## config.mk

```make
export PLATFORM = sky130hd
export DESIGN_NAME = mfrb_queue
export DESIGN_NICKNAME = d
export VERILOG_FILES = /design/src/rtl/core/mfrb_pkg.sv /design/src/rtl/core/mfrb_queue.sv
export SDC_FILE = /design/constraint.sdc
export NUM_CORES = 1
export LEC_CHECK = 0
export ABC_AREA = 1
export BUFFER_PORTS_ARGS = -buffer_cell sky130_fd_sc_hd__buf_4
export CORE_MARGIN = 3
export CORE_UTILIZATION = 62
export CTS_BUF_LIST = sky130_fd_sc_hd__clkbuf_4 sky130_fd_sc_hd__clkbuf_8 sky130_fd_sc_hd__clkbuf_16
export DETAILED_ROUTE_END_ITERATION = 10
export PLACE_DENSITY = 0.89
export SLEW_MARGIN = 20
export SYNTH_ARGS = -nofsm -noshare
export SYNTH_HDL_FRONTEND = slang
export SYNTH_SLANG_ARGS = --single-unit
```

## constraint.sdc

```tcl
create_clock -name i_clk -period 2.3 [get_ports i_clk]
set_input_delay 0.345 -clock i_clk [delete_from_list [all_inputs] [get_ports i_clk]]
set_output_delay 0.345 -clock i_clk [all_outputs]
set_load 0.02 [all_outputs]
```

## src/rtl/core/mfrb_pkg.sv

```systemverilog
`timescale 1ns / 1ps
`default_nettype none
package mfrb_pkg;

    localparam int LINES  = 16;
    localparam int LINE_W = 4;
    localparam int COL_W  = 11;
    localparam int ROW_W  = 13;
    localparam int PIX_W  = 8;
    localparam int QDEPTH = 4;
    localparam int QPTR_W = 2;

    localparam logic [1:0] REG_WIDTH  = 2'd0;
    localparam logic [1:0] REG_HEIGHT = 2'd1;
    localparam logic [1:0] REG_WINDOW = 2'd2;

    typedef struct packed {
        logic [COL_W-1:0] width;
        logic [ROW_W-1:0] height;
        logic [2:0]       half;
        logic [6:0]       target;
    } t_geom;

    typedef struct packed {
        logic [ROW_W-1:0] row;
        logic [COL_W-1:0] col;
        logic             eol;
        logic             eof;
    } t_job;

    typedef struct packed {
        logic              en;
        logic [LINE_W-1:0] line;
        logic [COL_W-1:0]  col;
        logic [PIX_W-1:0]  data;
    } t_wr;

endpackage
`default_nettype wire

```

## src/rtl/core/mfrb_queue.sv

```systemverilog
`timescale 1ns / 1ps
`default_nettype none
module mfrb_queue (
    input  wire logic           i_clk,
    input  wire logic           i_rst_n,
    input  wire logic           i_push,
    input  wire mfrb_pkg::t_job i_job,
    input  wire logic           i_pop,
    output mfrb_pkg::t_job      o_job,
    output logic                o_empty,
    output logic                o_full
);
    import mfrb_pkg::*;

    t_job              r_mem [QDEPTH];
    logic [QPTR_W-1:0] r_wptr, r_rptr;
    logic [QPTR_W:0]   r_count;

    assign o_empty = (r_count == '0);
    assign o_full  = (r_count == (QPTR_W+1)'(QDEPTH));
    assign o_job   = r_mem[r_rptr];

    always_ff @(posedge i_clk) begin
        if (i_push) begin
            r_mem[r_wptr] <= i_job;
        end
    end

    always_ff @(posedge i_clk) begin
        if (!i_rst_n) begin
            r_wptr  <= '0;
            r_rptr  <= '0;
            r_count <= '0;
        end else begin
            if (i_push) begin
                r_wptr <= r_wptr + 1'b1;
            end
            if (i_pop) begin
                r_rptr <= r_rptr + 1'b1;
            end
            r_count <= r_count + (QPTR_W+1)'(i_push) - (QPTR_W+1)'(i_pop);
        end
    end

`ifndef ASSERT_OFF
    a_no_overflow: assert property (@(posedge i_clk) disable iff (!i_rst_n)
        i_push |-> !o_full) else $error("job queue overflow");
    a_no_underflow: assert property (@(posedge i_clk) disable iff (!i_rst_n)
        i_pop |-> !o_empty) else $error("job queue underflow");
`endif

endmodule
`default_nettype wire

```

# After elaboration in Yosys (flattened, before gate mapping)
# Memory sizes are Yosys's and may differ from the RTL's. A register that Yosys moved wholly into a read port is not among the register bits.
# Index checks and enable logic that the tools add are counted.
totals:
  ff_bits: 7
  ram_bits: 104
  inputBits: 30
  out_inout_bits: 28
  word_cells: 14
  n_memories: 1
memory_table:
  columns: ["memory", "words", "word_bits", "rd", "rd_ports_with_merged_regs", "wr", "line", "text"]
  rows:
  - ["r_mem", 4, 26, 1, 1, 1, "mfrb_queue.sv:15", "t_job r_mem [QDEPTH];"]
classes:
  addsub: 4
  eq_ne: 1
  mux: 4
  reduce_logical: 1
op_table:
  columns: ["operator", "count"]
  rows:
  - ["$add 2x1->2 const B", 2]
  - ["$mux 2", 2]
  - ["$add 3x1->3", 1]
  - ["$eq 3x3->1 const B", 1]
  - ["$logic_not 3->1", 1]
  - ["$sub 3x1->3", 1]
  - ["$mux 1", 2]

# Logic depth before layout (Yosys ltp)
depth:
  ltp_word: 3
  ltp_mapped: 8
  mapped_depth_nobuf: 8

# Worst setup path before layout
# No wires, ideal clock.
synth_path:
  path_kind: "reg2reg"
  startpoint: "reg r_wptr[0]"
  endpoint: "mem r_mem[2][0] (netlist bit) (enable)"
  arrival_time_ps: 1108
  path_slack_ps: 812
  path_stages_with_launch: 5
  n_path_buf: 0
  synth_period_minus_slack_ps: 1488
  cell_sequence: "dfxtp_1 inv_1 ha_1 nand2_1 inv_1"
synth_lines:
  columns: ["item", "line", "text"]
  rows:
  - ["start, declared", "mfrb_queue.sv:16", "logic [QPTR_W-1:0] r_wptr, r_rptr;"]
  - ["start signal, assigned", "mfrb_queue.sv:36", "r_wptr <= r_wptr + 1'b1;"]
  - ["end, declared", "mfrb_queue.sv:15", null]
# No word-level cell before the write port.

==> flow_metrics.tcl <==
set metrics [dict create \
    cts.path.max_buffers 2 \
    first_global_vias 3097 \
    die_h_um 92.83 \
    setup-tns-final_ps 0 \
    die_w_um 92.83 \
    num_antenna_cells 0 \
    portBuffers 57 \
    max_stage_delay_ps 500 \
    fill_cells 405 \
    seq_area_frac_synth_pct 70.66 \
    syn_nets 396 \
    grt_overflow_total 0 \
    synth_mux_area_share_pct 0 \
    met1_usage_pct 27.51 \
    use_met3_pct 7.961 \
    crit_required_ps 1960 \
    rows 31 \
    drcViolationCount 0 \
    dr.pass1.iters 4 \
    synth_warnings 0 \
    period_needed_ps 2115 \
    place_hpwl_um 5205 \
    post-route-cell-area_um2 5852 \
    crit_chain "buf_12, a21oi_1, o21ai_0, nand2_1, buf_4" \
    synth_top_family_by_area "compound AO/OA/AOI/OAI gates" \
    grt_max_degree 37 \
    grt_antenna_before_repair 0 \
    place_area_um2 5223 \
    synthAdderAreaFrac_pct 2.034 \
    synth_xor_area_share_pct 0 \
    skew_ps 6.521 \
    core_area_um2 7292 \
    power_density_nw_per_um2 981.4 \
    path_max_fanout 36 \
    cts_root_buffer "clkbuf_8" \
    cp_data_arrival_time_ps 1770 \
    nets 464 \
    cts_tree "built" \
    rsz0062_at_grt "false" \
    gp_congestion 0.7714 \
    hold_class "in -> reg" \
    drv_cap 0 \
    finalSetupViolCount 0 \
    post_cts_resize_count 0 \
    crit_family "flip-flops" \
    crit_slowest_cell "dfxtp_4" \
    min_period_over_period_pct 91.96 \
    syn_to_final_growth_pct 25.19 \
    start_kind "register" \
    slew_violations 0 \
    grt-busiest-layer "met2" \
    cp-end-kind "output port" \
    max_freq_ghz 0.4728 \
    slew_headroom_pct 67.16 \
    htree_levels 4 \
    power.leakage_nw 2.369 \
    vdd_drop_max_mv 0.6296 \
    cts_buffers 17 \
    synth.avg_cell_area_um2 13.02 \
    vias_per_cell 5.400 \
    routed_wl_um 9352 \
    synth_compound_area_share_pct 13.60 \
    boundaryPins 58 \
    synth_cells 359 \
    synthSimpleGateAreaFrac_pct 5.353 \
    clock_latency_ps 510 \
    avgRoutedWirePerCell_um 17.38 \
    yosysUniqueCellTypes 16 \
    path_clk_slew_ps 50 \
    crit_buf_inv 2 \
    drtAntennaViolNets 0 \
    netlist_area_um2 4674 \
    status "complete, no violations" \
    critPathKind "reg -> out" \
    finalHoldViolCount 0 \
    first_iter_violations 346 \
    dieArea_um2 8617 \
    grt.total_usage_pct 23.73 \
    vias 2905 \
    use_met2_pct 39.83 \
    synth_seq_cells 113 \
    cts.sinks 113 \
    initial_core_util_pct 64.10 \
    grt_pass1_wl_um 15240 \
    drive_gt1_share_pct 28.25 \
    worst_pin_slew_ps 492.1 \
]
cell families (layout without fill, tap and decap cells):
family,count (synthesis),after routing
DFF,113,113
AOI/OAI and AO/OA,88,88
buffers and inverters,85,165
and+or+nand+nor,66,66
adders and majority gates,7,7
metrics by stage:
step	total power, mW	utilization, %	worst slack (ps)	hold slack, ps	std cells
final	5.743	80.25	184.9	40.30	538
after global routing	5.951	80.25	69.62	22.27	538
after CTS	5.773	80.04	22.95	19.50	537
after detailed placement	3.052	71.62	642.7	468.2	506
after global placement	3.024	71.62	665.2	458.6	506
after floorplan	2.797	-	811.6	435.6	359
cells in the mapped netlist:
library cell / n / area (µm²)
fa_1: 1 / 20.02
nand2_1: 62 / 232.7
buf_2: 9 / 45.04
o211ai_2: 26 / 325.3
a21oi_1: 32 / 160.2
o21ai_1: 12 / 60.06
o21ai_0: 18 / 90.09
nor3_1: 1 / 5.000
clkbuf_1: 1 / 3.750
ha_1: 6 / 75.07
edfxtp_1: 104 / 3123
buf_6: 8 / 90.09
dfxtp_1: 9 / 180.2
inv_1: 67 / 251.5
nor2_1: 2 / 7.510
nand3_1: 1 / 5.000
timing repair:
item                                   4_1_cts  5_1_grt
endpoints found under the hold margin        0        0
setup endpoints to repair                    0        1
hold buffers                                 0        0
buffers inserted                             0        1
per-layer routing:
metal	wire length (µm)	up-vias	share of wire, %
met5	0	-	0
met4	280	0	3.0
met3	533	27	5.7
met2	4924	118	53
met1	3613	1394	39
li1	-	1366	-
state kept, by name, summed over array words and instances, names as in the netlist, named ones only:
register / flops
r_count: 3
r_mem: 104
r_rptr: 2
r_wptr: 2
power breakdown:
part | total (mW) | switching (mW) | internal [mW]
Combinational | 0.632 | 0.385 | 0.247
Clock | 2.71 | 0.859 | 1.85
Sequential | 2.40 | 0.0466 | 2.35
cell type report:
| class | count | area [µm²] | area share [%] |
|---|---|---|---|
| Clock buffer | 18 | 421.7 | 7.205 |
| Inverter | 67 | 251.5 | 4.298 |
| Clock inverter | 13 | 192.7 | 3.293 |
| Tap cell | 99 | 123.9 | 2.117 |
| Multi-Input combinational cell | 161 | 980.9 | 16.76 |
| Timing Repair Buffer | 67 | 573.1 | 9.793 |
| Sequential cell | 113 | 3308 | 56.53 |
path summary, 6_finish.rpt:
path,slack [ps],from,endpoint,cells after the start
worst max-delay path,180,register,o_job[2],5
worst min-delay path,40,i_job[24],r_mem[2][24],1
worst max register to register,700,r_wptr[0],r_mem[2][2],5
worst min register to register,500,r_rptr[0],r_rptr[0],1
layout by cell type (no fill, tap or decap):
| cell | instances |
|---|---|
| edfxtp_1 | 104 |
| inv_1 | 67 |
| nand2_1 | 62 |
| buf_4 | 61 |
| a21oi_1 | 32 |
| o211ai_2 | 26 |
| o21ai_0 | 18 |
| clkbuf_16 | 16 |
| o21ai_1 | 12 |
| dfxtp_1 | 7 |
| ha_1 | 6 |
| bufinv_16 | 5 |
| buf_12 | 5 |
| clkinv_2 | 4 |
| nor2_1 | 2 |
| clkinvlp_4 | 2 |
| clkinv_1 | 2 |
| nor3_1 | 1 |
| nand3_1 | 1 |
| fa_1 | 1 |
| dfxtp_4 | 1 |
| dfxtp_2 | 1 |
| clkbuf_8 | 1 |
| clkbuf_4 | 1 |
| buf_8 | 1 |
No activity file was read; power rests on OpenSTA's default activity.
