**src/rtl/core/mfrb_pkg.sv**
```systemverilog
`timescale 1ns / 1ps
`default_nettype none
package mfrb_pkg;

    localparam int LINES  = 16;
    localparam int LINE_W = 4;
    localparam int COL_W  = 11;
    localparam int ROW_W  = 13;
    localparam int PIX_W  = 8;
    localparam int QDEPTH = 4;
    localparam int QPTR_W = 2;

    localparam logic [1:0] REG_WIDTH  = 2'd0;
    localparam logic [1:0] REG_HEIGHT = 2'd1;
    localparam logic [1:0] REG_WINDOW = 2'd2;

    typedef struct packed {
        logic [COL_W-1:0] width;
        logic [ROW_W-1:0] height;
        logic [2:0]       half;
        logic [6:0]       target;
    } t_geom;

    typedef struct packed {
        logic [ROW_W-1:0] row;
        logic [COL_W-1:0] col;
        logic             eol;
        logic             eof;
    } t_job;

    typedef struct packed {
        logic              en;
        logic [LINE_W-1:0] line;
        logic [COL_W-1:0]  col;
        logic [PIX_W-1:0]  data;
    } t_wr;

endpackage
`default_nettype wire

```
**src/rtl/core/mfrb_if.sv**
```systemverilog
`timescale 1ns / 1ps
`default_nettype none


interface mfrb_out_if;
    logic       valid;
    logic       ready;
    logic [7:0] out_pixel;
    logic       end_of_line;
    logic       end_of_frame;
    modport source (output valid, out_pixel, end_of_line, end_of_frame, input ready);
    modport sink   (input valid, out_pixel, end_of_line, end_of_frame, output ready);
endinterface
`default_nettype wire

```
**src/rtl/core/mfrb_sort.sv**
```systemverilog
`timescale 1ns / 1ps
`default_nettype none
module mfrb_sort #(
    parameter int TOP = 7
) (
    input  wire logic            i_clk,
    input  wire logic            i_rst_n,
    input  wire mfrb_pkg::t_geom i_geom,
    input  wire logic            i_win_valid,
    input  wire logic            i_win_eol,
    input  wire logic            i_win_eof,
    input  wire logic [7:0]      i_win [TOP*TOP],
    output logic                 o_en,
    mfrb_out_if.source           o_out
);
    import mfrb_pkg::*;

    localparam int N    = TOP * TOP;
    localparam int CW   = $clog2(N + 1);
    localparam int HMAX = TOP / 2;
    localparam int NST  = 8;

    logic [N-1:0] act;
    logic [7:0]   r_val  [NST][N];
    logic [N-1:0] r_mask [NST];
    logic [6:0]   r_tgt  [NST];
    logic [7:0]   r_pix  [NST];
    logic         r_vld  [NST];
    logic         r_eol  [NST];
    logic         r_eof  [NST];
    logic [N-1:0] n_mask [NST];
    logic [6:0]   n_tgt  [NST];
    logic [7:0]   n_pix  [NST];
    logic         r_o_valid, r_o_eol, r_o_eof;
    logic [7:0]   r_o_pix;

    for (genvar gy = 0; gy < TOP; gy++) begin : g_row
        for (genvar gx = 0; gx < TOP; gx++) begin : g_col
            localparam int DY = (gy > HMAX) ? gy - HMAX : HMAX - gy;
            localparam int DX = (gx > HMAX) ? gx - HMAX : HMAX - gx;
            assign act[gy*TOP+gx] = (3'(DY) <= i_geom.half) && (3'(DX) <= i_geom.half);
        end
    end

    // Radix select, one bit per stage from the top: count candidates with a zero
    // here and keep the half that holds the wanted rank.
    always_comb begin
        logic [CW-1:0] z;
        for (int j = 0; j < NST; j++) begin
            z = '0;
            for (int i = 0; i < N; i++) begin
                z = z + CW'(r_mask[j][i] & ~r_val[j][i][3'(NST-1-j)]);
            end
            n_pix[j] = r_pix[j];
            if (r_tgt[j] < 7'(z)) begin
                n_tgt[j] = r_tgt[j];
                for (int i = 0; i < N; i++) begin
                    n_mask[j][i] = r_mask[j][i] & ~r_val[j][i][3'(NST-1-j)];
                end
            end else begin
                n_tgt[j] = r_tgt[j] - 7'(z);
                n_pix[j][3'(NST-1-j)] = 1'b1;
                for (int i = 0; i < N; i++) begin
                    n_mask[j][i] = r_mask[j][i] & r_val[j][i][3'(NST-1-j)];
                end
            end
        end
    end

    assign o_en = !r_o_valid || o_out.ready;

    always_ff @(posedge i_clk) begin
        if (!i_rst_n) begin
            for (int j = 0; j < NST; j++) begin
                r_vld[j] <= 1'b0;
            end
            r_o_valid <= 1'b0;
        end else if (o_en) begin
            r_vld[0] <= i_win_valid;
            for (int j = 1; j < NST; j++) begin
                r_vld[j] <= r_vld[j-1];
            end
            r_o_valid <= r_vld[NST-1];
        end
    end

    always_ff @(posedge i_clk) begin
        if (o_en) begin
            r_val[0]  <= i_win;
            r_mask[0] <= act;
            r_tgt[0]  <= i_geom.target;
            r_pix[0]  <= '0;
            r_eol[0]  <= i_win_eol;
            r_eof[0]  <= i_win_eof;
            for (int j = 1; j < NST; j++) begin
                r_val[j]  <= r_val[j-1];
                r_mask[j] <= n_mask[j-1];
                r_tgt[j]  <= n_tgt[j-1];
                r_pix[j]  <= n_pix[j-1];
                r_eol[j]  <= r_eol[j-1];
                r_eof[j]  <= r_eof[j-1];
            end
            r_o_pix <= n_pix[NST-1];
            r_o_eol <= r_eol[NST-1];
            r_o_eof <= r_eof[NST-1];
        end
    end

    assign o_out.valid        = r_o_valid;
    assign o_out.out_pixel    = r_o_pix;
    assign o_out.end_of_line  = r_o_eol;
    assign o_out.end_of_frame = r_o_eof;

endmodule
`default_nettype wire

```
**src/flat_wrapper.sv**
```systemverilog
// flat-port wrapper written by rule: the top's interface ports become plain ports
module mfrb_sort_flat import mfrb_pkg::*;
#(
    parameter int TOP = 7
)
  (i_clk, i_rst_n, i_geom, i_win_valid, i_win_eol, i_win_eof, i_win, o_en, o_out_valid, o_out_out_pixel, o_out_end_of_line, o_out_end_of_frame, o_out_ready);
  mfrb_out_if o_out_i ();
  input  wire logic i_clk;
  input  wire logic i_rst_n;
  input  wire mfrb_pkg::t_geom i_geom;
  input  wire logic i_win_valid;
  input  wire logic i_win_eol;
  input  wire logic i_win_eof;
  input  wire logic [7:0] i_win[TOP*TOP];
  output logic o_en;
  output wire logic [$bits(o_out_i.valid)-1:0] o_out_valid;
  output wire logic [$bits(o_out_i.out_pixel)-1:0] o_out_out_pixel;
  output wire logic [$bits(o_out_i.end_of_line)-1:0] o_out_end_of_line;
  output wire logic [$bits(o_out_i.end_of_frame)-1:0] o_out_end_of_frame;
  input wire logic [$bits(o_out_i.ready)-1:0] o_out_ready;
  assign o_out_valid = o_out_i.valid;
  assign o_out_out_pixel = o_out_i.out_pixel;
  assign o_out_end_of_line = o_out_i.end_of_line;
  assign o_out_end_of_frame = o_out_i.end_of_frame;
  assign o_out_i.ready = o_out_ready;
  mfrb_sort #(.TOP(TOP)) u_core (.i_clk(i_clk), .i_rst_n(i_rst_n), .i_geom(i_geom), .i_win_valid(i_win_valid), .i_win_eol(i_win_eol), .i_win_eof(i_win_eof), .i_win(i_win), .o_en(o_en), .o_out(o_out_i));
endmodule
```
**config.mk**
```make
export PLATFORM = sky130hd
export DESIGN_NAME = mfrb_sort_flat
export DESIGN_NICKNAME = d
export VERILOG_FILES = /design/src/rtl/core/mfrb_pkg.sv /design/src/rtl/core/mfrb_if.sv /design/src/rtl/core/mfrb_sort.sv /design/src/flat_wrapper.sv
export SDC_FILE = /design/constraint.sdc
export NUM_CORES = 1
export LEC_CHECK = 0
export BUFFER_PORTS_ARGS = -buffer_cell sky130_fd_sc_hd__buf_4
export CORE_AREA = 2 2 171 173
export DETAILED_ROUTE_END_ITERATION = 10
export DIE_AREA = 0 0 173 175
export GPL_ROUTABILITY_DRIVEN = 0
export PLACE_DENSITY = 0.36
export REMOVE_ABC_BUFFERS = 1
export SYNTH_ARGS = -nofsm -noshare
export SYNTH_HDL_FRONTEND = slang
export SYNTH_SLANG_ARGS = --single-unit
```
**constraint.sdc**
```tcl
create_clock -name i_clk -period 4.1 [get_ports i_clk]
set_input_delay 0.82 -clock i_clk [delete_from_list [all_inputs] [get_ports i_clk]]
set_output_delay 0.82 -clock i_clk [all_outputs]
set_load 0.03 [all_outputs]
```
== Word level (Yosys, flattened, before mapping) ==
Memories as Yosys holds them, arrays and structs flattened. A register that Yosys moved wholly into a read port is not among the register bits.
Index checks and enable logic that the tools add are counted.

* Register bits: 8
* Bits in writable memories: 3672
* Logic and storage cells: 1084
* Memories: 7
* Output and inout port bits: 12

* Reductions and logical operators: 9
* Add/subtract/negate cells: 195
* Mux-type cells: 22
* Order comparisons: 8
* Bitwise logic cells: 841

{| class="wikitable"
|+ Memory list
! memory !! words !! width !! read ports !! clocked after memory_dff !! wr ports !! RTL line !! RTL
|-
| u_core.r_val || 8 || 392 || 8 || 0 || 8 || mfrb_sort.sv:24 || <nowiki>logic [7:0] r_val [NST][N];</nowiki>
|-
| u_core.r_mask || 8 || 49 || 4 || 0 || 8 || mfrb_sort.sv:25 || <nowiki>logic [N-1:0] r_mask [NST];</nowiki>
|-
| u_core.r_pix || 8 || 8 || 8 || 0 || 8 || mfrb_sort.sv:27 || <nowiki>logic [7:0] r_pix [NST];</nowiki>
|-
| u_core.r_tgt || 8 || 7 || 8 || 0 || 8 || mfrb_sort.sv:26 || <nowiki>logic [6:0] r_tgt [NST];</nowiki>
|-
| u_core.r_eof || 8 || 1 || 8 || 1 || 8 || mfrb_sort.sv:30 || <nowiki>logic r_eof [NST];</nowiki>
|-
| u_core.r_eol || 8 || 1 || 8 || 1 || 8 || mfrb_sort.sv:29 || <nowiki>logic r_eol [NST];</nowiki>
|-
| 1 more memories || - || - || - || - || - || - ||
|}

{| class="wikitable"
|+ Operators with widths
! operator !! count
|-
| bitwise AND 1 x 6 -> 6 bit || 196
|-
| NOT 1 -> 6 bit || 196
|-
| adder 6 bit || 192
|-
| bitwise AND 1 bit || 294
|-
| two-way mux 49 bit || 3
|-
| NOT 1 bit || 147
|-
| less-than comparator 7 x 6 -> 1 bit || 4
|-
| two-way mux 7 bit || 3
|-
| subtractor 7 x 6 -> 7 bit || 3
|-
| two-way mux 1 bit || 16
|-
| OR 1 bit || 8
|-
| <= comparator 1 x 3 -> 1 bit (first input constant) || 2
|-
| <= comparator 2 x 3 -> 1 bit (first input constant) || 2
|-
| logical AND 1 bit || 6
|-
| logical NOT 1 bit || 2
|-
| logical OR 1 bit || 1
|}

== Longest topological paths before layout ==
An unclocked memory read counts as a cell.

* Word-level depth: 53
* Depth in mapped cells: 3
* Gate-level depth less buffers: 2

== Least setup slack after synthesis ==
OpenSTA, ideal clock, no wires.

* Path type: in2out
* Start point: input o_out_ready
* End point: output o_en
* Data required time: 3.280 ns
* Data arrival time: 1.704 ns
* Slack: 1.576 ns
* Buffers on the path: 1
* Stages: 3
* Cells stage by stage: nor2b_4 -> buf_6 -> inv_1

* Word-level cells in the longest chain between the ends: 1

{| class="wikitable"
|+ Ends and longest elaborated chain
! item !! RTL line !! RTL
|-
| start: declaration || flat_wrapper.sv:20 || <nowiki>input wire logic [$bits(o_out_i.ready)-1:0] o_out_ready;</nowiki>
|-
| logical OR 1 bit || mfrb_sort.sv:70 || <nowiki>assign o_en = !r_o_valid || o_out.ready;</nowiki>
|-
| end: declaration || flat_wrapper.sv:15 || <nowiki>output logic o_en;</nowiki>
|}

No other way between the ends.

== Final worst setup path ==
Same ends and word-level chain as after synthesis.

==> qor.csv <==
metric,value,unit
dieHeight,175,um
postCtsHoldBufs,0,
syn_area_per_cell,19.4,um2
post-cts-setup-buffers,0,
dp_cells,461,
die_w,173,um
critPathMostFrequentCell,buf_4,
yosysSeqAreaShare,0.860,
pin_count,444,
antenna_found_initial,0,
status,finished clean,
busiest_layer,met2,
ir_drop,0.181,mV
grt_remaining_overflow,0,
finalInstanceArea,0.00193,mm2
whs_endpoint,u_core.r_eof[6],
wl_per_cell,4.37,um
timing.fmax,383,MHz
synth_seq_cells,37,
ant_nets,0,
r2r_end,u_core.r_eof[7],
cp_cell_sequence,"buf_4, nor2b_4, inv_1, buf_4, buf_4",
grt_max_degree,30,
r2r_cells,3,
rows,62,
slowest_stage,nor2b_4,
slew_violations,0,
drc,0,
vias_per_cell,1.17,
grt_pass1_vias,566,
portBuffers,13,
drt_iter0_drc,28,
ctsResizeCount,0,
p_per_area,430,mW/mm2
rsz0062_at_grt,no,
vias,547,
fill_cells,3353,
cp_slowest_stage_delay,0.27,ns
timing.setup.tns,0,ns
htree_levels,2,
start_util,0.0431,
worstHoldPathCells,0,
clk_latency,0.27,ns
final_net_count,516,
post_route_cells_drive_above_1_share,0.271,
cp-end-kind,output pin,
hold_path_startpoint,u_core.r_eof[5],
syn-cell-area,0.00122,mm2
p_total,829,uW
critPathKind,in -> out,
min_period,2.61,ns
min_path_type,reg -> reg,
finalHoldViolations,0,
drt-pass1-iter-count,4,
placed_cell_area,0.00178,mm2
ys_warn_count,0,
gr-usage-all-layers,0.0157,
timing.rr.start,u_core.o_out.valid,
clock_skew,0.00489,ns
synth_cell_types,13,
rrSetupSlack,2.81,ns
synthCells,63,
total_leakage_power,0.576,nW
use_met1,0.0165,
post-route-period-util,0.637,
core,0.0284,mm2
setup_viol,0,
worstPathRequired,3.28,ns
dieArea,0.0303,mm2
final_common_cell,edfxtp_1,
cts_sinks,37,
routed_wl,2050,um
cts_max_path_buffers,2,
final_cell_mix,"31 x edfxtp_1, 14 x buf_4, 8 x conb_1, 7 x nand2_1, 6 x dfxtp_1",
grtUsageMet3,0.0170,
diodes,0,
cts-buffers-inserted,5,
fin_cells,469,
root_buffer,clkbuf_16,
syn2layout_area_growth,57.9,%
tritoncts,done,
hpwlAfterDp,1320,um
crit_arrival,1.79,ns
use_met2,0.0177,
cts.clk_slew.worst_paths,0.06,ns
critPathMaxFanout,29,
setup.worst_path.start_class,input port,
grt_pass1_wl,3190,um
cap_viol_max_count,0,
-- cell usage after synthesis --
cell type / instances / share of area
buf_6: 1 / 0.0092
nor2b_4: 1 / 0.011
nor2_1: 1 / 0.0031
conb_1: 2 / 0.0061
mux2i_1: 5 / 0.041
buf_4: 4 / 0.025
dfxtp_1: 6 / 0.098
edfxtp_1: 31 / 0.76
nand2_1: 7 / 0.021
and2_1: 2 / 0.010
o21a_1: 1 / 0.0061
buf_2: 1 / 0.0041
inv_1: 1 / 0.0031
-- state kept, by name (all words and copies together) (netlist names) --
signal / flops
u_core.o_out.out_pixel: 4
u_core.r_pix: 6
u_core.r_eol: 8
u_core.r_eof: 8
u_core.o_out.end_of_line: 1
u_core.r_vld: 8
u_core.o_out.valid: 1
u_core.o_out.end_of_frame: 1
-- metrics by stage --
step	utilization	hold WS, ns	setup slack, ns
2_1_floorplan	-	0.400	1.67
3_3_place_gp	0.0628	0.403	1.48
3_5_place_dp	0.0628	0.405	1.47
4_1_cts	0.0680	0.420	1.47
5_1_grt	0.0680	0.422	1.41
6_report	0.0680	0.418	1.49
-- power by group --
| part | internal [mW] | total [mW] | switching, mW |
|---|---|---|---|
| Sequential | 0.423 | 0.428 | 0.00483 |
| Clock | 0.226 | 0.378 | 0.151 |
| Combinational | 0.00780 | 0.0242 | 0.0164 |
| Total | 0.657 | 0.829 | 0.173 |
-- kinds of logic after synthesis --
group,synth area share
other cells,0.00614
flops,0.860
mux,0.0409
buf+inv,0.0409
simple gates,0.0461
compound gates,0.00614
-- worst max path at each step --
stage            to  slack, ns   startpoint
5_1_grt        o_en       1.41  o_out_ready
2_1_floorplan  o_en       1.67  o_out_ready
6_report       o_en       1.49  o_out_ready
3_5_place_dp   o_en       1.47  o_out_ready
4_1_cts        o_en       1.47  o_out_ready
3_3_place_gp   o_en       1.48  o_out_ready
-- worst max-delay path, delay by kind of cell --
family	cells	cell delay (ns)
simple gates	1	0.27
buf+inv	4	0.69
-- final cells by class --
cell class,count,area (um2),area share
Multi-Input combinational cell,25,144,0.0745
Sequential cell,37,1050,0.544
Clock buffer,5,125,0.0648
Inverter,1,3.75,0.00194
Clock inverter,3,21.3,0.0110
Tap cell,384,480,0.249
Timing Repair Buffer,14,105,0.0544
-- per-layer routing --
layer,share of wire,vias to the layer above
li1,-,255
met1,0.44,271
met2,0.40,19
met3,0.15,2
met4,0.020,0
met5,0,-
Note: power is estimated with default switching activity, not from simulation.
