### src/rtl/core/mfrb_pkg.sv
`timescale 1ns / 1ps
`default_nettype none
package mfrb_pkg;

    localparam int LINES  = 16;
    localparam int LINE_W = 4;
    localparam int COL_W  = 11;
    localparam int ROW_W  = 13;
    localparam int PIX_W  = 8;
    localparam int QDEPTH = 4;
    localparam int QPTR_W = 2;

    localparam logic [1:0] REG_WIDTH  = 2'd0;
    localparam logic [1:0] REG_HEIGHT = 2'd1;
    localparam logic [1:0] REG_WINDOW = 2'd2;

    typedef struct packed {
        logic [COL_W-1:0] width;
        logic [ROW_W-1:0] height;
        logic [2:0]       half;
        logic [6:0]       target;
    } t_geom;

    typedef struct packed {
        logic [ROW_W-1:0] row;
        logic [COL_W-1:0] col;
        logic             eol;
        logic             eof;
    } t_job;

    typedef struct packed {
        logic              en;
        logic [LINE_W-1:0] line;
        logic [COL_W-1:0]  col;
        logic [PIX_W-1:0]  data;
    } t_wr;

endpackage
`default_nettype wire

### src/rtl/core/mfrb_if.sv
`timescale 1ns / 1ps
`default_nettype none
interface mfrb_in_if;
    logic       valid;
    logic       ready;
    logic       req_type;
    logic [7:0] pixel_value;
    modport source (output valid, req_type, pixel_value, input ready);
    modport sink   (input valid, req_type, pixel_value, output ready);
endinterface

`default_nettype wire

### src/rtl/core/mfrb_front.sv
`timescale 1ns / 1ps
`default_nettype none
module mfrb_front (
    input  wire logic          i_clk,
    input  wire logic          i_rst_n,
    mfrb_in_if.sink            i_in,
    input  wire mfrb_pkg::t_geom i_geom,
    input  wire logic          i_restart,
    input  wire logic          i_full,
    input  wire logic          i_back_idle,
    output mfrb_pkg::t_wr      o_wr,
    output logic               o_push,
    output mfrb_pkg::t_job     o_job
);
    import mfrb_pkg::*;

    logic [COL_W-1:0] r_in_col, n_in_col, r_out_col, n_out_col;
    logic [ROW_W-1:0] r_in_row, n_in_row, r_out_row, n_out_row;
    logic             r_wait, n_wait;
    logic             accept, store, due, eol, eof;
    logic [COL_W-1:0] post_col, wm1, cc;
    logic [ROW_W-1:0] post_row, hm1, rr;
    logic [ROW_W:0]   rr_sum;
    logic [COL_W:0]   cc_sum;

    assign i_in.ready = !i_full && !r_wait;
    assign accept     = i_in.valid && i_in.ready;
    assign store      = accept && !i_in.req_type && (r_in_row < i_geom.height);
    assign wm1        = i_geom.width - 1'b1;
    assign hm1        = i_geom.height - 1'b1;

    always_comb begin
        post_col = r_in_col;
        post_row = r_in_row;
        if (store) begin
            if (r_in_col + 1'b1 >= i_geom.width) begin
                post_col = '0;
                post_row = r_in_row + 1'b1;
            end else begin
                post_col = r_in_col + 1'b1;
            end
        end
    end

    // Last input position that the window around the next output needs.
    assign rr_sum = {1'b0, r_out_row} + (ROW_W+1)'(i_geom.half);
    assign cc_sum = {1'b0, r_out_col} + (COL_W+1)'(i_geom.half);
    assign rr     = (rr_sum > {1'b0, hm1}) ? hm1 : rr_sum[ROW_W-1:0];
    assign cc     = (cc_sum > {1'b0, wm1}) ? wm1 : cc_sum[COL_W-1:0];
    assign due    = accept && (r_out_row < i_geom.height)
                    && ((post_row > rr) || ((post_row == rr) && (post_col > cc)));
    assign eol    = (r_out_col == wm1);
    assign eof    = eol && (r_out_row == hm1);

    always_comb begin
        n_in_col  = post_col;
        n_in_row  = post_row;
        n_out_col = r_out_col;
        n_out_row = r_out_row;
        n_wait    = r_wait;
        if (due) begin
            if (eol) begin
                n_out_col = '0;
                n_out_row = r_out_row + 1'b1;
            end else begin
                n_out_col = r_out_col + 1'b1;
            end
        end
        if (i_back_idle) begin
            n_wait = 1'b0;
        end
        // A new frame may overwrite the line store only once the back end has read it all.
        if (due && eof) begin
            n_wait = 1'b1;
        end
        if (i_restart || (due && eof)) begin
            n_in_col  = '0;
            n_in_row  = '0;
            n_out_col = '0;
            n_out_row = '0;
        end
        if (i_restart) begin
            n_wait = 1'b0;
        end
    end

    always_ff @(posedge i_clk) begin
        if (!i_rst_n) begin
            r_in_col  <= '0;
            r_in_row  <= '0;
            r_out_col <= '0;
            r_out_row <= '0;
            r_wait    <= 1'b0;
        end else begin
            r_in_col  <= n_in_col;
            r_in_row  <= n_in_row;
            r_out_col <= n_out_col;
            r_out_row <= n_out_row;
            r_wait    <= n_wait;
        end
    end

    assign o_wr.en   = store;
    assign o_wr.line = r_in_row[LINE_W-1:0];
    assign o_wr.col  = r_in_col;
    assign o_wr.data = i_in.pixel_value;
    assign o_push    = due;
    assign o_job.row = r_out_row;
    assign o_job.col = r_out_col;
    assign o_job.eol = eol;
    assign o_job.eof = eof;

`ifndef ASSERT_OFF
    a_wait_blocks: assert property (@(posedge i_clk) disable iff (!i_rst_n)
        r_wait |-> !accept) else $error("transfer accepted while frame drains");
    a_eof_restart: assert property (@(posedge i_clk) disable iff (!i_rst_n)
        (due && eof) |=> (r_out_row == '0 && r_out_col == '0 && r_in_row == '0))
        else $error("counters not cleared after frame end");
`endif

endmodule
`default_nettype wire

### src/flat_wrapper.sv
// flat-port wrapper written by rule: the top's interface ports become plain ports
module mfrb_front_flat import mfrb_pkg::*;
  (i_clk, i_rst_n, i_geom, i_restart, i_full, i_back_idle, o_wr, o_push, o_job, i_in_valid, i_in_req_type, i_in_pixel_value, i_in_ready);
  mfrb_in_if i_in_i ();
  input  wire logic i_clk;
  input  wire logic i_rst_n;
  input  wire mfrb_pkg::t_geom i_geom;
  input  wire logic i_restart;
  input  wire logic i_full;
  input  wire logic i_back_idle;
  output mfrb_pkg::t_wr o_wr;
  output logic o_push;
  output mfrb_pkg::t_job o_job;
  input wire logic [$bits(i_in_i.valid)-1:0] i_in_valid;
  input wire logic [$bits(i_in_i.req_type)-1:0] i_in_req_type;
  input wire logic [$bits(i_in_i.pixel_value)-1:0] i_in_pixel_value;
  output wire logic [$bits(i_in_i.ready)-1:0] i_in_ready;
  assign i_in_i.valid = i_in_valid;
  assign i_in_i.req_type = i_in_req_type;
  assign i_in_i.pixel_value = i_in_pixel_value;
  assign i_in_ready = i_in_i.ready;
  mfrb_front u_core (.i_clk(i_clk), .i_rst_n(i_rst_n), .i_in(i_in_i), .i_geom(i_geom), .i_restart(i_restart), .i_full(i_full), .i_back_idle(i_back_idle), .o_wr(o_wr), .o_push(o_push), .o_job(o_job));
endmodule
### config.mk
export PLATFORM = sky130hd
export DESIGN_NAME = mfrb_front_flat
export DESIGN_NICKNAME = d
export VERILOG_FILES = /design/src/rtl/core/mfrb_pkg.sv /design/src/rtl/core/mfrb_if.sv /design/src/rtl/core/mfrb_front.sv /design/src/flat_wrapper.sv
export SDC_FILE = /design/constraint.sdc
export NUM_CORES = 1
export LEC_CHECK = 0
export BUFFER_PORTS_ARGS = -buffer_cell sky130_fd_sc_hd__buf_2
export CAP_MARGIN = 20
export CORE_ASPECT_RATIO = 2
export CORE_MARGIN = 2
export CORE_UTILIZATION = 60
export CTS_CLUSTER_SIZE = 8
export DETAILED_ROUTE_END_ITERATION = 16
export PLACE_DENSITY = 0.92
export SYNTH_ARGS = -nofsm -noshare
export SYNTH_HDL_FRONTEND = slang
export SYNTH_SLANG_ARGS = --single-unit
### constraint.sdc
create_clock -name i_clk -period 10.3 [get_ports i_clk]
set_input_delay 2.06 -clock i_clk [delete_from_list [all_inputs] [get_ports i_clk]]
set_output_delay 2.06 -clock i_clk [all_outputs]
set_load 0.01 [all_outputs]
== After elaboration in Yosys (flattened, before gate mapping) ==
Index checks and enable logic that the tools add are counted.

* Input bits: 49
* Word-level logic and storage cells: 51
* Register bits: 49

* Equal/unequal tests: 3
* Bitwise gates (word level): 1
* Muxes and demuxes: 9
* Reduce and logical (&&, ||, !) cells: 18
* $lt $le $gt $ge: 7
* Add/sub/neg operators: 8

{| class="wikitable"
|+ Operators with widths
! cell !! number
|-
| $mux W11 || 4
|-
| $mux W13 || 3
|-
| $add A13 B1 Y13 const B || 2
|-
| $eq A13 B13 Y1 || 2
|-
| $lt A13 B13 Y1 || 2
|-
| $add A11 B1 Y11 const B || 2
|-
| $add A13 B3 Y14 || 1
|-
| $gt A14 B13 Y1 || 1
|-
| $gt A13 B13 Y1 || 1
|-
| $sub A13 B1 Y13 const B || 1
|-
| $add A11 B3 Y12 || 1
|-
| $gt A12 B11 Y1 || 1
|-
| $eq A11 B11 Y1 || 1
|-
| $ge A11 B11 Y1 || 1
|-
| $gt A11 B11 Y1 || 1
|-
| $sub A11 B1 Y11 const B || 1
|-
| $logic_and A1 B1 Y1 || 9
|-
| $reduce_or A2 Y1 || 2
|-
| $logic_not A1 Y1 || 3
|-
| $logic_or A1 B1 Y1 || 2
|-
| $mux W1 || 2
|-
| $reduce_and A2 Y1 || 1
|-
| $reduce_bool A2 Y1 || 1
|-
| $not A1 Y1 || 1
|}

== Depth between registers and ports, before layout ==
Gate-level depths: netlist of run 1.

* Word-level depth: 13
* Mapped depth: 27

== Least setup slack after synthesis of run 1 ==
OpenSTA, ideal clock, no wires.

* Path kind: input -> output
* From: input port i_geom[11] (netlist name)
* To: output port o_push
* Path buffers: 2
* Arrival time: 7.110 ns
* Setup slack: 1.130 ns
* Data required time: 8.240 ns
* Stages: 22
* Cell sequence: inv_1 ha_1 or3b_2 or4_1 xnor2_1 inv_1 ha_1 nand3_1 nor2_1 o31ai_1 a32oi_1 a31oi_1 clkbuf_1 mux2i_1 ha_1 nand4_1 nor4_1 a2111oi_0 a2111oi_1 o211ai_1 clkbuf_1 inv_1

* Cells in the longest elaborated chain, start to end: 7

{| class="wikitable"
|+ RTL lines
! element !! RTL line !! RTL
|-
| from (decl) || flat_wrapper.sv:7 || <nowiki>input wire mfrb_pkg::t_geom i_geom;</nowiki>
|-
| parallel branches: the longest is 6 deep, another holds $gt A14 B13 Y1 || -- ||
|-
| $logic_and A1 B1 Y1 (*) || mfrb_front.sv:51 || <nowiki>&& ((post_row > rr) || ((post_row == rr) && (post_col > cc)));</nowiki>
|-
| to (decl) || flat_wrapper.sv:12 || <nowiki>output logic o_push;</nowiki>
|}

Mark *: on every way between the ends.

== Worst setup path in the final report of run 1 ==
Ends and elaborated chain as after synthesis.

==> results.py, run 1 <==
metrics = {
    "timing": {
        "finalCritPeriodShare": 0.977,
        "fmax_mhz": 99.3,
        "hold_violations": 0,
        "slew_headroom": 0.306,
        "skew_ns": 0.00572,
        "drv_slew": 0,
        "worst_pin_slew_ns": 1.04,
        "min_period_ns": 10.07,
        "setup_viol": 0,
    },
    "worst_setup_path": {
        "worstPathCellList": "buf_2 > inv_1 > ha_1 > or3b_2 > or4_1 > xnor2_1 > inv_1 > ha_1 > nand3_1 > nor2_1 > o31ai_1 > a32oi_1 > a31oi_1 > buf_4 > mux2_2 > ha_1 > nand4_1 > nor4_2 > a2111oi_0 > a2111oi_1 > o211ai_1 > inv_1 > buf_2",
        "cp_top_family": "simple AND/OR/NAND/NOR gates",
        "r2r.worst_path.cells": 25,
        "timing.rr.end": "u_core.r_wait",
        "max_stage_delay_ns": 0.71,
        "critPathMaxFanout": 6,
        "cp.arrival_ns": 8.01,
        "crit_type": "in -> out",
        "crit_required_ns": 8.24,
        "r2r_slack_ns": 3.18,
        "cp-start-kind": "input pin",
        "end_kind": "output port",
        "reg2reg_from": "u_core.r_out_row[2]",
        "cpMaxStageDelayCell": "or4_1",
        "cp_num_buf_inv": 6,
    },
    "synth": {
        "ys_warn_count": 0,
        "synth_cell_types": 80,
        "yosys-top-cells-area": "ha_1 17%, dfxtp_1 14%, xnor2_1 4.5%, a211oi_1 4.4%, nand2_1 4.4%",
        "syn-instance-count": 929,
        "async_reset_ff_frac": 0,
        "synth_edf_count": 0,
        "seq_area_frac_synth": 0.139,
        "avgSynthCellArea_um2": 7.61,
        "synth_seq_cells": 49,
        "synth_area_leader_cell": "ha_1",
        "syn_nets": 1075,
        "synth_top_area_frac": 0.168,
        "ys.flop_type": "dfxtp_1",
        "synthesis.area_um2": 7070,
    },
    "worst_hold_path": {
        "hp-class": "reg -> reg",
        "hold_end": "u_core.r_in_row[12]",
        "hold_path_depth": 2,
        "worstHoldStart": "u_core.r_in_row[12]",
    },
    "global_route": {
        "gr-usage-all-layers": 0.401,
        "grt_remaining_overflow": 0,
        "grt_pass1_vias": 7581,
        "grt_pass1_wl_um": 38600,
        "antenna_found_initial": 0,
        "grt_max_degree": 43,
    },
    "finish": {
        "drive_gt1_frac": 0.133,
        "fillCellCount": 996,
        "area_growth_pct": 6.75,
        "seq_area_um2": 981,
        "multi_input_area_um2": 5500,
        "fin_nets": 1102,
        "final_cells": 1103,
        "finalInstanceArea_um2": 7540,
        "final_util": 0.648,
    },
    "route": {
        "drc": 0,
        "viasPerCell": 7.09,
        "wl_met2_um": 12200,
        "num_vias": 7821,
        "wl_um": 24300,
        "drtIter0Drc": 689,
        "dr.pass1.iters": 5,
        "routedWlPerCell_um": 22.0,
        "ant_nets": 0,
        "wl_met3_um": 1720,
        "topRoutingLayerUsed": "met4",
        "wl_met1_um": 7900,
    },
    "pwr": {
        "leakagePower_nw": 3.46,
        "finalPower_mw": 0.465,
        "ir_worst_vdd_mv": 0.0644,
        "power_density_nw_per_um2": 61.7,
    },
    "clocking": {
        "clock_sinks": 49,
        "cts_made_buffers": 5,
        "cts_setup_buffers": 0,
        "worstSkewPairLatency_ns": 0.30,
        "clock-root-buffer": "clkbuf_16",
        "clockBufferDepth": 2,
        "tritoncts": "done",
        "cts_htree_levels": 2,
        "clk_pin_slew_ns": 0.07,
    },
    "floorplan": {
        "io_pins": 101,
        "fp.dieH_um": 157,
        "coreArea_um2": 11600,
        "die_area_um2": 12700,
        "die_w_um": 80.7,
        "floorplan.initialDensity": 0.607,
        "rows": 56,
    },
    "run": {
        "max_cap_violations": 0,
    },
    "place": {
        "routabilityCongestion": 0.993,
        "place_area_um2": 7380,
        "dpl.hpwl_um": 18200,
        "placedCellCount": 1094,
        "port_buffers": 77,
    },
    "run_status": {
        "status": "finished, final reports clean",
    },
}
-- cell usage after synthesis (15+ instances only) --
master	number
ha_1	95
nand2_1	82
inv_1	66
dfxtp_1	49
nand3_1	48
a211oi_1	41
a21oi_1	40
clkbuf_1	38
xnor2_1	36
nor2_1	33
or4_1	31
o21ai_0	30
o31ai_1	30
nor3_1	22
xor2_1	22
or3_1	18
buf_4	16
nand4_1	16
nor2b_1	15
-- worst max-delay path by stage --
stage / from / end / slack (ns) / depth (start not counted)
final: i_geom[11] / o_push / 0.23 / 23
after CTS: i_geom[11] / o_push / 0.35 / 23
after global routing: i_geom[11] / o_push / -0.009 / 23
after floorplan: i_geom[11] / o_push / 1.13 / 22
after global placement: i_geom[11] / o_push / 0.60 / 23
after detailed placement: i_geom[11] / o_push / 0.46 / 23
-- flip-flops by register name, summed over array words and instances, names as in the netlist --
signal and flops:
u_core.r_wait 1, u_core.r_in_col 11, u_core.r_out_row 13, u_core.r_out_col 11
u_core.r_in_row 13
-- final cells by class --
class / count / share of cell area
Timing Repair Buffer: 88 / 0.0620
Sequential cell: 49 / 0.130
Tap cell: 145 / 0.0241
Inverter: 68 / 0.0338
Antenna cell: 1 / 0.000332
Clock inverter: 1 / 0.000664
Multi-Input combinational cell: 744 / 0.729
Clock buffer: 7 / 0.0202
-- what timing repair did --
| item | 4_1_cts | 5_1_grt |
|---|---|---|
| endpoints found under the hold margin | 0 | 0 |
| resized for setup | 0 | 1 |
| setup endpoints to repair | 0 | 1 |
| hold buffers | 0 | 0 |
-- per-layer routing --
| metal | vias up | track usage |
|---|---|---|
| met2 | 428 | 0.679 |
| met4 | 0 | 0.349 |
| met1 | 3694 | 0.399 |
| li1 | 3526 | - |
| met3 | 173 | 0.0917 |
| met5 | - | 0 |
-- power breakdown --
group,switching (mW),internal (mW)
Clock,0.0771,0.103
Combinational,0.0620,0.0333
Sequential,0.000400,0.189
Total,0.139,0.326
-- stage by stage --
step                TNS [ns]  hold slack, ns  worst slack, ns
global route        -0.00923           0.557         -0.00923
finish                     0           0.532            0.232
CTS                        0           0.526            0.349
floorplan                  0           0.485             1.13
detailed placement         0           0.519            0.462
global placement           0           0.513            0.600
-- cells by family after synthesis --
| kind of cell | Yosys count | synth area share |
|---|---|---|
| and+or+nand+nor | 337 | 0.261 |
| AOI/OAI and AO/OA | 236 | 0.242 |
| buffers and inverters | 136 | 0.0864 |
| adders and majority gates | 97 | 0.174 |
| xor gates and xnor gates | 60 | 0.0783 |
| DFF | 49 | 0.139 |
| muxes | 14 | 0.0204 |
-- tightest hold or removal path: cells and delay by family, from the launching register on --
family / cells / cell delay (ns)
flip-flops: 1 / 0.33
AO/OA/AOI/OAI: 2 / 0.16
-- layout by cell type (no fill, tap or decap), types with 5 or more instances in the layout --
master      n
o31ai_1    30
nand2_1    82
nor2_1     33
o21ai_0    30
or4_1      31
buf_2      77
nor4_1     11
mux2i_1    11
nand3_1    48
buf_4      11
and3_1     14
nor2b_1    15
inv_1      66
nand2b_1   14
ha_1       95
o31a_1      6
nand4_1    16
dfxtp_1    49
nand4b_1    5
nor3_1     22
a211oi_1   41
a21oi_1    39
a21o_1     14
or2_2       5
clkbuf_16   5
xnor2_1    36
or3_1      18
a211oi_2    5
xor2_1     22
o211ai_1   14
(Power assumes the default switching activity.)
==> inputs of run 2 (changes only) <==
- CORE_MARGIN: 2 -> default
- CORE_UTILIZATION: 60 -> 40
- GPL_ROUTABILITY_DRIVEN: default -> 0
- PLACE_DENSITY: 0.92 -> 0.68
==> results.py, run 2 (synthesis results as in run 1) <==
metrics = {
    "timing": {
        "worst_pin_slew_ns": 0.987,
        "setup-tns-final_ns": 0,
        "setup_viol": 0,
        "min_period_ns": 9.76,
        "hold_violations": 0,
        "skew_ns": 0.00684,
        "fmax_mhz": 102,
        "rsz0062_at_grt": "false",
        "finalCritPeriodShare": 0.948,
        "drv_slew": 0,
        "slew_headroom": 0.342,
    },
    "clocking": {
        "clk_pin_slew_ns": 0.07,
        "cts_htree_levels": 2,
        "worstSkewPairLatency_ns": 0.31,
        "clockBufferDepth": 2,
        "clock_sinks": 49,
        "tritoncts": "done",
        "cts_resized": 0,
        "cts_made_buffers": 5,
        "cts_setup_buffers": 0,
        "clock-root-buffer": "clkbuf_16",
        "ctsHoldBuffers": 0,
    },
    "worst_hold_path": {
        "hp-class": "reg -> reg",
        "hold_path_depth": 2,
        "worstHoldStart": "u_core.r_in_row[12]",
        "hold_end": "u_core.r_in_row[12]",
    },
    "global_route": {
        "antenna_found_initial": 0,
        "grt_max_degree": 43,
        "grt_pass1_vias": 7285,
        "grt_pass1_wl_um": 37700,
        "grt_remaining_overflow": 0,
        "gr-usage-all-layers": 0.274,
    },
    "worst_setup_path": {
        "cpMaxStageDelayCell": "or4_1",
        "timing.rr.end": "u_core.r_in_col[5]",
        "cp.arrival_ns": 7.70,
        "max_stage_delay_ns": 0.66,
        "worstPathCellList": "buf_2 > inv_1 > ha_1 > or3b_2 > or4_1 > xnor2_1 > inv_1 > ha_1 > nand3_1 > nor2_1 > o31ai_1 > a32oi_1 > a31oi_1 > buf_4 > mux2_2 > ha_1 > nand4_1 > nor4_1 > a2111oi_0 > a2111oi_1 > o211ai_1 > inv_1 > buf_2",
        "critPathMaxFanout": 13,
        "r2r.worst_path.cells": 24,
        "cp-start-kind": "input pin",
        "crit_type": "in -> out",
        "crit_required_ns": 8.24,
        "end_kind": "output port",
        "reg2reg_from": "u_core.r_out_col[1]",
        "r2r_slack_ns": 3.49,
    },
    "finish": {
        "finalInstanceArea_um2": 7620,
        "area_growth_pct": 7.81,
        "fin_nets": 1103,
        "drive_gt1_frac": 0.134,
        "antenna_cells": 0,
        "layout_common_cells": "95 x ha_1, 82 x nand2_1, 77 x buf_2",
        "reg_top3": "u_core.r_in_row: 13 flops, u_core.r_out_row: 13 flops",
        "layout_commonest_cell": "ha_1",
        "fillCellCount": 1837,
    },
    "place": {
        "dpl.hpwl_um": 19900,
        "place_area_um2": 7470,
        "port_buffers": 77,
    },
    "route": {
        "wl_met1_um": 7980,
        "wl_met2_um": 13200,
        "wl_um": 24500,
        "wl_met3_um": 803,
        "num_vias": 7443,
        "routedWlPerCell_um": 20.9,
        "ant_nets": 0,
        "dr.pass1.iters": 4,
        "viasPerCell": 6.37,
        "drc": 0,
        "drtIter0Drc": 389,
        "topRoutingLayerUsed": "met4",
    },
    "pwr": {
        "power_density_nw_per_um2": 60.7,
        "leakagePower_nw": 3.45,
        "ir_worst_vdd_mv": 0.0719,
        "finalPower_mw": 0.463,
    },
    "run_status": {
        "status": "finished, final reports clean",
    },
    "floorplan": {
        "coreArea_um2": 17300,
        "fp.dieH_um": 190,
        "rows": 68,
        "die_area_um2": 18200,
        "die_w_um": 96.0,
        "floorplan.initialDensity": 0.409,
        "io_pins": 101,
    },
    "run": {
        "max_cap_violations": 0,
    },
}
==> run 2: metrics by stage <==
stage / std cells / util / hold slack, ns / setup slack [ns]
final: 1168 / 0.441 / 0.522 / 0.535
after global routing: 1168 / 0.441 / 0.565 / 0.141
after CTS: 1168 / 0.441 / 0.526 / 0.548
after detailed placement: 1160 / 0.432 / 0.514 / 0.577
after global placement: 1160 / 0.432 / 0.511 / 0.702
after floorplan: 929 / - / 0.485 / 1.13
==> run 2: critical path, delay by kind of cell <==
family	cells	cell delay, ns
AOI/OAI and AO/OA	6	1.33
xor gates and xnor gates	1	0.24
adders and majority gates	3	0.88
buffers and inverters	6	0.88
muxes	1	0.37
and+or+nand+nor	6	1.93
==> run 2: where the power goes <==
part	switching (mW)	internal [mW]
registers	0.000412	0.189
logic	0.0618	0.0331
clock network	0.0858	0.0921
==> run 2: cell type report <==
class	instances	area (um2)	share of cell area
Multi-Input combinational cell	744	5490	0.721
Sequential cell	49	981	0.129
Timing Repair Buffer	89	475	0.0624
Tap cell	210	263	0.0345
Inverter	68	255	0.0335
Clock buffer	5	125	0.0164
Clock inverter	3	25.0	0.00329
==> run 2: per-layer routing <==
layer	vias up	global-route usage
li1	3555	-
met1	3513	0.245
met2	253	0.509
met3	122	0.0220
met4	0	0.263
met5	-	0
==> run 2: worst max-delay path by stage <==
stage,from,endpoint,slack [ns],depth (start not counted)
floorplan,i_geom[11],o_push,1.13,22
global placement,i_geom[11],o_push,0.70,23
detailed placement,i_geom[11],o_push,0.58,23
CTS,i_geom[11],o_push,0.55,23
global route,i_geom[11],o_push,0.14,23
finish,i_geom[11],o_push,0.54,23
